`config.mk`:
```
export PLATFORM = sky130hd
export DESIGN_NAME = carrier_sense_channel_monitor
export DESIGN_NICKNAME = d
export VERILOG_FILES = /design/src/rtl/csm_pkg.sv /design/src/rtl/csm_regs.sv /design/src/rtl/csm_core.sv /design/src/rtl/carrier_sense_channel_monitor.sv
export SDC_FILE = /design/constraint.sdc
export NUM_CORES = 1
export LEC_CHECK = 0
export BUFFER_PORTS_ARGS = -buffer_cell sky130_fd_sc_hd__buf_2
export CORE_MARGIN = 4
export CORE_UTILIZATION = 40
export CTS_CLUSTER_DIAMETER = 40
export DETAILED_ROUTE_END_ITERATION = 7
export PLACE_DENSITY_LB_ADDON = 0.25
export SKIP_LAST_GASP = 1
export SLEW_MARGIN = 20
export SYNTH_ARGS = -nofsm -noshare
export SYNTH_HDL_FRONTEND = slang
export SYNTH_HIERARCHICAL = 1
export SYNTH_SLANG_ARGS = --single-unit
```
`constraint.sdc`:
```
create_clock -name aclk -period 11.61 [get_ports aclk]
set_input_delay 1.7415 -clock aclk [delete_from_list [all_inputs] [get_ports aclk]]
set_output_delay 1.7415 -clock aclk [all_outputs]
set_load 0.1 [all_outputs]
```
`src/rtl/csm_pkg.sv`:
```
// ----------------------------------------------------------------------------
// csm_pkg
// Shared types and constants for the carrier sense channel monitor.
// ----------------------------------------------------------------------------
package csm_pkg;

    localparam int unsigned BUFFER_DEPTH = 1024;
    localparam int unsigned POS_W        = $clog2(BUFFER_DEPTH) + 1;
    localparam int unsigned FRAME_ALIGN  = 16;
    localparam int unsigned ALIGN_BITS   = $clog2(FRAME_ALIGN);

    localparam int unsigned TICK_W   = 16;
    localparam int unsigned INDEX_W  = 10;
    localparam int unsigned LENGTH_W = 11;

    localparam logic [TICK_W-1:0] TIMEOUT_RESET = 16'd17600;
    localparam logic [TICK_W-1:0] DELAY_RESET   = 16'd9000;

    localparam logic [POS_W-1:0] POS_FIRST = POS_W'(1);
    localparam logic [POS_W-1:0] POS_LAST  = POS_W'(BUFFER_DEPTH - 1);
    localparam logic [POS_W-1:0] POS_FULL  = POS_W'(BUFFER_DEPTH);

    localparam int unsigned APB_ADDR_W = 3;

    typedef enum logic [0:0] {
        REG_TIMEOUT = 1'b0,
        REG_DELAY   = 1'b1
    } reg_index_t;

    typedef enum logic [1:0] {
        MODE_IDLE      = 2'd0,
        MODE_BUSY      = 2'd1,
        MODE_COLLISION = 2'd2
    } channel_mode_t;

    typedef struct packed {
        logic [TICK_W-1:0] timeout_ticks;
        logic [TICK_W-1:0] sample_delay_ticks;
    } cfg_t;

    typedef struct packed {
        logic line_level;
        logic receive_enable;
    } request_t;

    typedef struct packed {
        channel_mode_t       channel_status;
        logic [1:0]          sample_count;
        logic                sample_bit;
        logic [INDEX_W-1:0]  sample_index;
        logic                frame_done;
        logic [LENGTH_W-1:0] frame_length;
    } result_t;

    function automatic logic [POS_W-1:0] pos_advance(input logic [POS_W-1:0] pos);
        return (pos >= POS_FULL) ? POS_FULL : pos + POS_W'(1);
    endfunction

    function automatic logic [INDEX_W-1:0] pos_slot(input logic [POS_W-1:0] pos);
        logic [POS_W-1:0] s;
        s = (pos > POS_LAST) ? POS_LAST : pos;
        return INDEX_W'(s);
    endfunction

endpackage

```
`src/rtl/csm_regs.sv`:
```
// ----------------------------------------------------------------------------
// csm_regs
// APB register file holding timeout and sample delay tick counts.
// ----------------------------------------------------------------------------
module csm_regs
    import csm_pkg::*;
(
    input  logic                  aclk,
    input  logic                  aresetn,
    input  logic                  psel,
    input  logic                  penable,
    input  logic                  pwrite,
    input  logic [APB_ADDR_W-1:0] paddr,
    input  logic [31:0]           pwdata,
    output logic [31:0]           prdata,
    output logic                  pready,
    output cfg_t                  cfg
);

    logic [TICK_W-1:0] timeout_reg;
    logic [TICK_W-1:0] delay_reg;
    logic              wr_en;
    reg_index_t        sel;

    assign pready = 1'b1;
    assign wr_en  = psel & penable & pwrite & pready;
    assign sel    = reg_index_t'(paddr[2]);

    always_ff @(posedge aclk) begin
        if (!aresetn) begin
            timeout_reg <= TIMEOUT_RESET;
            delay_reg   <= DELAY_RESET;
        end else if (wr_en) begin
            case (sel)
                REG_TIMEOUT: timeout_reg <= pwdata[TICK_W-1:0];
                REG_DELAY:   delay_reg   <= pwdata[TICK_W-1:0];
                default:     ;
            endcase
        end
    end

    always_comb begin
        case (sel)
            REG_TIMEOUT: prdata = {{(32-TICK_W){1'b0}}, timeout_reg};
            REG_DELAY:   prdata = {{(32-TICK_W){1'b0}}, delay_reg};
            default:     prdata = '0;
        endcase
    end

    assign cfg.timeout_ticks      = timeout_reg;
    assign cfg.sample_delay_ticks = delay_reg;

endmodule

```
`src/rtl/csm_core.sv`:
```
// ----------------------------------------------------------------------------
// csm_core
// Channel state and per-tick update: timeout, edge capture, delayed sample.
// ----------------------------------------------------------------------------
module csm_core
    import csm_pkg::*;
(
    input  logic     aclk,
    input  logic     aresetn,
    input  logic     step,
    input  request_t req,
    input  cfg_t     cfg,
    output result_t  res
);

    logic [TICK_W-1:0] ticks_reg, ticks_next;
    logic              prev_level_reg, prev_level_next;
    channel_mode_t     mode_reg, mode_next;
    logic              tmo_armed_reg, tmo_armed_next;
    logic              smp_armed_reg, smp_armed_next;
    logic [POS_W-1:0]  wpos_reg, wpos_next;

    logic              edge_det;
    logic              timeout_hit;
    logic              sample_hit;
    logic [TICK_W-1:0] ticks_adv;
    logic [POS_W-1:0]  aligned;

    always_ff @(posedge aclk) begin
        if (!aresetn) begin
            ticks_reg      <= '0;
            prev_level_reg <= 1'b1;
            mode_reg       <= MODE_IDLE;
            tmo_armed_reg  <= 1'b0;
            smp_armed_reg  <= 1'b0;
            wpos_reg       <= POS_FIRST;
        end else if (step) begin
            ticks_reg      <= ticks_next;
            prev_level_reg <= prev_level_next;
            mode_reg       <= mode_next;
            tmo_armed_reg  <= tmo_armed_next;
            smp_armed_reg  <= smp_armed_next;
            wpos_reg       <= wpos_next;
        end
    end

    always_comb begin
        ticks_adv   = tmo_armed_reg ? ticks_reg + TICK_W'(1) : ticks_reg;
        timeout_hit = tmo_armed_reg && (ticks_adv == cfg.timeout_ticks);
        sample_hit  = tmo_armed_reg && smp_armed_reg
                      && (ticks_adv == cfg.sample_delay_ticks);
        edge_det    = req.line_level != prev_level_reg;
        aligned     = {wpos_reg[POS_W-1:ALIGN_BITS], {ALIGN_BITS{1'b0}}};

        ticks_next      = ticks_adv;
        prev_level_next = prev_level_reg;
        mode_next       = mode_reg;
        tmo_armed_next  = tmo_armed_reg;
        smp_armed_next  = smp_armed_reg;
        wpos_next       = wpos_reg;
        res             = '0;

        if (timeout_hit) begin
            tmo_armed_next = 1'b0;
            smp_armed_next = 1'b0;
            mode_next      = prev_level_reg ? MODE_IDLE : MODE_COLLISION;
            if (req.receive_enable) begin
                res.frame_done   = 1'b1;
                res.frame_length = LENGTH_W'(aligned);
                wpos_next        = POS_FIRST;
            end
        end

        if (sample_hit) begin
            smp_armed_next = 1'b0;
        end

        if (edge_det) begin
            prev_level_next = req.line_level;
            ticks_next      = '0;
            tmo_armed_next  = 1'b1;
            mode_next       = MODE_BUSY;
            if (req.receive_enable) begin
                smp_armed_next   = 1'b1;
                res.sample_index = pos_slot(wpos_next);
                res.sample_bit   = req.line_level;
                res.sample_count = 2'd1;
                wpos_next        = pos_advance(wpos_next);
            end
        end

        if (sample_hit && req.receive_enable) begin
            prev_level_next = req.line_level;
            if (!edge_det) begin
                res.sample_index = pos_slot(wpos_next);
                res.sample_bit   = req.line_level;
            end
            res.sample_count = res.sample_count + 2'd1;
            wpos_next        = pos_advance(wpos_next);
        end

        res.channel_status = mode_next;
    end

endmodule

```
`src/rtl/carrier_sense_channel_monitor.sv`:
```
// ----------------------------------------------------------------------------
// carrier_sense_channel_monitor
// Tracks a shared Manchester line one sample per tick: busy/idle/collision,
// bit capture at edges and mid-bit, frame length on timeout.
// ----------------------------------------------------------------------------
// channel   dir  fields
// s_axis    in   tdata: line_level[0], receive_enable[1]
// m_axis    out  tdata: status, count, bit, index, length; tlast: frame_done
// apb       in   timeout_ticks @0x0, sample_delay_ticks @0x4
//
// One request per cycle unless the output stalls; pipeline: input register ->
// state update -> result register, which loads when the request steps.
// Synchronous active-low reset; no clearing pass, ready right after reset.
// A stalled result holds; the input stage still takes one more request.
// ----------------------------------------------------------------------------
module carrier_sense_channel_monitor
    import csm_pkg::*;
(
    input  logic                  aclk,
    input  logic                  aresetn,
    // tdata: [0] line_level, [1] receive_enable
    input  logic                  s_tvalid,
    output logic                  s_tready,
    input  logic [7:0]            s_tdata,
    // tdata: [1:0] channel_status, [3:2] sample_count, [4] sample_bit,
    //        [14:5] sample_index, [25:15] frame_length
    output logic                  m_tvalid,
    input  logic                  m_tready,
    output logic [31:0]           m_tdata,
    output logic                  m_tlast,
    input  logic                  psel,
    input  logic                  penable,
    input  logic                  pwrite,
    input  logic [APB_ADDR_W-1:0] paddr,
    input  logic [31:0]           pwdata,
    output logic [31:0]           prdata,
    output logic                  pready
);

    cfg_t     cfg;
    request_t req_reg, req_next;
    logic     in_vld_reg, in_vld_next;
    result_t  res_comb;
    result_t  res_reg;
    logic     out_vld_reg, out_vld_next;
    logic     step;

    csm_regs u_regs (
        .aclk    (aclk),
        .aresetn (aresetn),
        .psel    (psel),
        .penable (penable),
        .pwrite  (pwrite),
        .paddr   (paddr),
        .pwdata  (pwdata),
        .prdata  (prdata),
        .pready  (pready),
        .cfg     (cfg)
    );

    csm_core u_core (
        .aclk    (aclk),
        .aresetn (aresetn),
        .step    (step),
        .req     (req_reg),
        .cfg     (cfg),
        .res     (res_comb)
    );

    assign step     = in_vld_reg && (!out_vld_reg || m_tready);
    assign s_tready = !in_vld_reg || step;

    always_comb begin
        req_next     = req_reg;
        in_vld_next  = in_vld_reg;
        out_vld_next = out_vld_reg;
        if (step) begin
            in_vld_next = 1'b0;
        end
        if (s_tvalid && s_tready) begin
            req_next.line_level     = s_tdata[0];
            req_next.receive_enable = s_tdata[1];
            in_vld_next             = 1'b1;
        end
        if (m_tready) begin
            out_vld_next = 1'b0;
        end
        if (step) begin
            out_vld_next = 1'b1;
        end
    end

    always_ff @(posedge aclk) begin
        if (!aresetn) begin
            in_vld_reg  <= 1'b0;
            out_vld_reg <= 1'b0;
        end else begin
            in_vld_reg  <= in_vld_next;
            out_vld_reg <= out_vld_next;
        end
    end

    always_ff @(posedge aclk) begin
        req_reg <= req_next;
        if (step) begin
            res_reg <= res_comb;
        end
    end

    assign m_tvalid = out_vld_reg;
    assign m_tlast  = res_reg.frame_done;
    assign m_tdata  = {6'd0,
                       res_reg.frame_length,
                       res_reg.sample_index,
                       res_reg.sample_bit,
                       res_reg.sample_count,
                       res_reg.channel_status};

`ifndef SYNTHESIS
    a_status_legal: assert property (@(posedge aclk) disable iff (!aresetn)
        m_tvalid |-> (m_tdata[1:0] != 2'd3))
        else $error("illegal channel status");

    a_length_aligned: assert property (@(posedge aclk) disable iff (!aresetn)
        (m_tvalid && m_tlast) |-> (m_tdata[18:15] == 4'd0))
        else $error("frame length not aligned");

    a_no_bits_clean: assert property (@(posedge aclk) disable iff (!aresetn)
        (m_tvalid && (m_tdata[3:2] == 2'd0)) |-> (m_tdata[14:4] == 11'd0))
        else $error("sample fields set with no bits recorded");

    a_result_follows: assert property (@(posedge aclk) disable iff (!aresetn)
        step |=> m_tvalid)
        else $error("processed request produced no result");
`endif

endmodule
```
==> impl_metrics.tcl <==
set metrics [dict create \
    grt_pass1_wl_um 25600 \
    gr-total-overflow 0 \
    ys_types 74 \
    dr.pass1.iters 6 \
    start_util_pct 41.0 \
    worstPathRequired_ns 11.89 \
    min_period_ns 5.72 \
    drtAntennaViolNets 0 \
    async_reset_ff_share_pct 0 \
    clk_path_buf_depth 2 \
    die_w_um 133 \
    crit_path_start_kind "flop" \
    synth_xor_area_share_pct 7.53 \
    grt_max_degree 87 \
    antenna_found_initial 0 \
    drc 0 \
    synth_seq_cells 95 \
    cp_slowest_cell "or4b_4" \
    status "completed" \
    multi_input_area_mm2 0.00365 \
    dp_hpwl_um 10800 \
    synth-simple-area-share_pct 26.6 \
    chipHeight_um 133 \
    cts_buffers 9 \
    syn-cell-area_mm2 0.00623 \
    antennaDiodeCount 0 \
    synth_edf_count 29 \
    synth_top_area_cell "dfxtp_1" \
    port-buffer-count 70 \
    fmax_ghz 0.175 \
    worst-path-max-fanout 18 \
    clock-sinks 95 \
    final_nets 799 \
    hold_viol_final 0 \
    slew_violations 0 \
    wl_um 15500 \
    fin_skew_ns 0.00571 \
    syn_inst 709 \
    place_congestion 0.888 \
    worstPathArrival_ns 6.00 \
    yosysSeqAreaShare_pct 35.2 \
    slew_headroom_pct 31.7 \
    ctsResizeCount 0 \
    worst_pin_slew_ns 1.02 \
    p_leak_nw 2.54 \
    cp_cell_sequence "ha_1 -> nand4_1 -> nor4_4 -> xnor2_1 -> o2111ai_1 -> nor3_2 -> nand3_2 -> nand2_1 -> ha_1 -> and3_1 -> and3_1 -> nand2_1 -> nor2_1 -> a21oi_1 -> or4b_4 -> nor4_1 -> nand4_1 -> a21oi_1" \
    synth_area_leaders "dfxtp_1 21%, edfxtp_1 14%, nand2_1 5.7%" \
    largest_reg_flops 26 \
    power-per-cell-area_mw_per_mm2 117 \
    rows 45 \
    die-area_mm2 0.0176 \
    synth-warning-count 6 \
    clkTransAtPathRegs_ns 0.07 \
    placed_cell_area_mm2 0.00650 \
    areaGrowthSynthToFinish_pct 8.74 \
    viasPerCell 5.65 \
    synthAdderAreaFrac_pct 1.00 \
    grt_pass1_vias 5090 \
    routed-via-count 5298 \
    total_power_mw 0.796 \
    finalSetupViolCount 0 \
    ioPinCount 118 \
    hp-class "reg -> reg" \
    syn_area_per_cell_um2 8.79 \
    synthFlopType "dfxtp_1" \
    seq_area_mm2 0.00219 \
    fin_tns_setup_ns 0 \
    synthMuxAreaShare_pct 8.54 \
    clk_latency_ns 0.35 \
    fin_crit_sh_pct 49.2 \
    end_kind "flop" \
    grtUsageTotal_pct 17.6 \
    cpPeakStageDelay_ns 0.56 \
    fill_cells 1479 \
    cts_hold_buf 0 \
    synth_commonest_cells "94 x nand2_1, 66 x dfxtp_1, 41 x o21ai_0" \
    yosysTopAreaCellShare_pct 21.2 \
    max-vdd-ir-drop_v 0.0000599 \
    cts_setup_buffers 0 \
    postLayoutCellArea_mm2 0.00677 \
    yosysMostFrequentCell "nand2_1" \
    coreArea_mm2 0.0152 \
    root_buffer "clkbuf_16" \
    rsz0062_at_grt "no" \
    cts.htree.levels 3 \
    drtIter0Drc 673 \
    synth_top_family_by_area "simple AND/OR/NAND/NOR gates" \
    wl_per_cell_um 16.5 \
    synth_compound_area_share_pct 13.1 \
    maxCapViolations 0 \
    drive_above_1_share_pct 18.2 \
    critPathKind "reg -> reg" \
    cts_tree "built" \
]
where the power goes:
group	internal [mW]	switching (mW)	total, mW
Sequential	0.351	0.00960	0.361
Clock	0.150	0.126	0.277
Combinational	0.0313	0.127	0.158
Total	0.533	0.263	0.796
cells by family (layout without fill, tap and decap cells):
group / after synthesis / in the layout
AO/OA/AOI/OAI: 132 / 132
XOR/XNOR: 52 / 52
adder cells (fa/ha/maj): 5 / 5
buffers and inverters: 86 / 103
flip-flops: 95 / 95
multiplexers: 51 / 51
other: 4 / 27
AND/OR/NAND/NOR: 284 / 284
metal layers:
layer	GRT usage, %	wire length (µm)
met4	8.26	443
met5	0	0
met2	28.0	7140
met3	3.16	1070
met1	23.2	6840
path summary, 6_finish.rpt:
path / from / to / slack (ns) / depth (start not counted)
min: u_core/mode_reg[0] / u_core/mode_reg[0] / 0.48 / 2
max reg2reg: u_core/ticks_reg[0] / u_core/wpos_reg[10] / 5.89 / 18
min reg2reg: u_core/mode_reg[0] / u_core/mode_reg[0] / 0.48 / 2
max: u_core/ticks_reg[0] / u_core/wpos_reg[10] / 5.89 / 18
stage by stage:
stage	std cells	hold WS [ns]	setup WS [ns]	util (%)
after floorplan	732	0.443	7.25	-
after global placement	921	0.454	6.13	42.8
after detailed placement	921	0.468	6.06	42.8
after CTS	937	0.476	6.02	44.6
after global routing	937	0.498	5.41	44.6
final	937	0.477	5.89	44.6
critical path, delay by kind of cell, from the launching register on:
family	cells	cell delay, ns
xor+xnor	1	0.24
flops	1	0.50
fa+ha+maj	2	0.58
compound gates	3	0.44
simple gates	12	3.89
placed cells by master (no fill, tap or decap), types with 24 or more instances in the layout:
cell,instances
edfxtp_1,29
nor3_1,24
dfxtp_1,66
buf_2,70
o21ai_0,41
nor2_1,34
mux2i_1,34
nand2_1,94
a21oi_1,30
nor2b_1,33
conb_1,27
xnor2_1,33
area by class of cell:
cell class,instances,share of cell area (%)
clock buffer,12,3.64
clock inverter,4,0.332
inverter,14,0.776
multi-input combinational,551,53.9
sequential,95,32.4
tap,188,3.47
timing repair buffer,73,5.50
(Power assumes the default switching activity.)
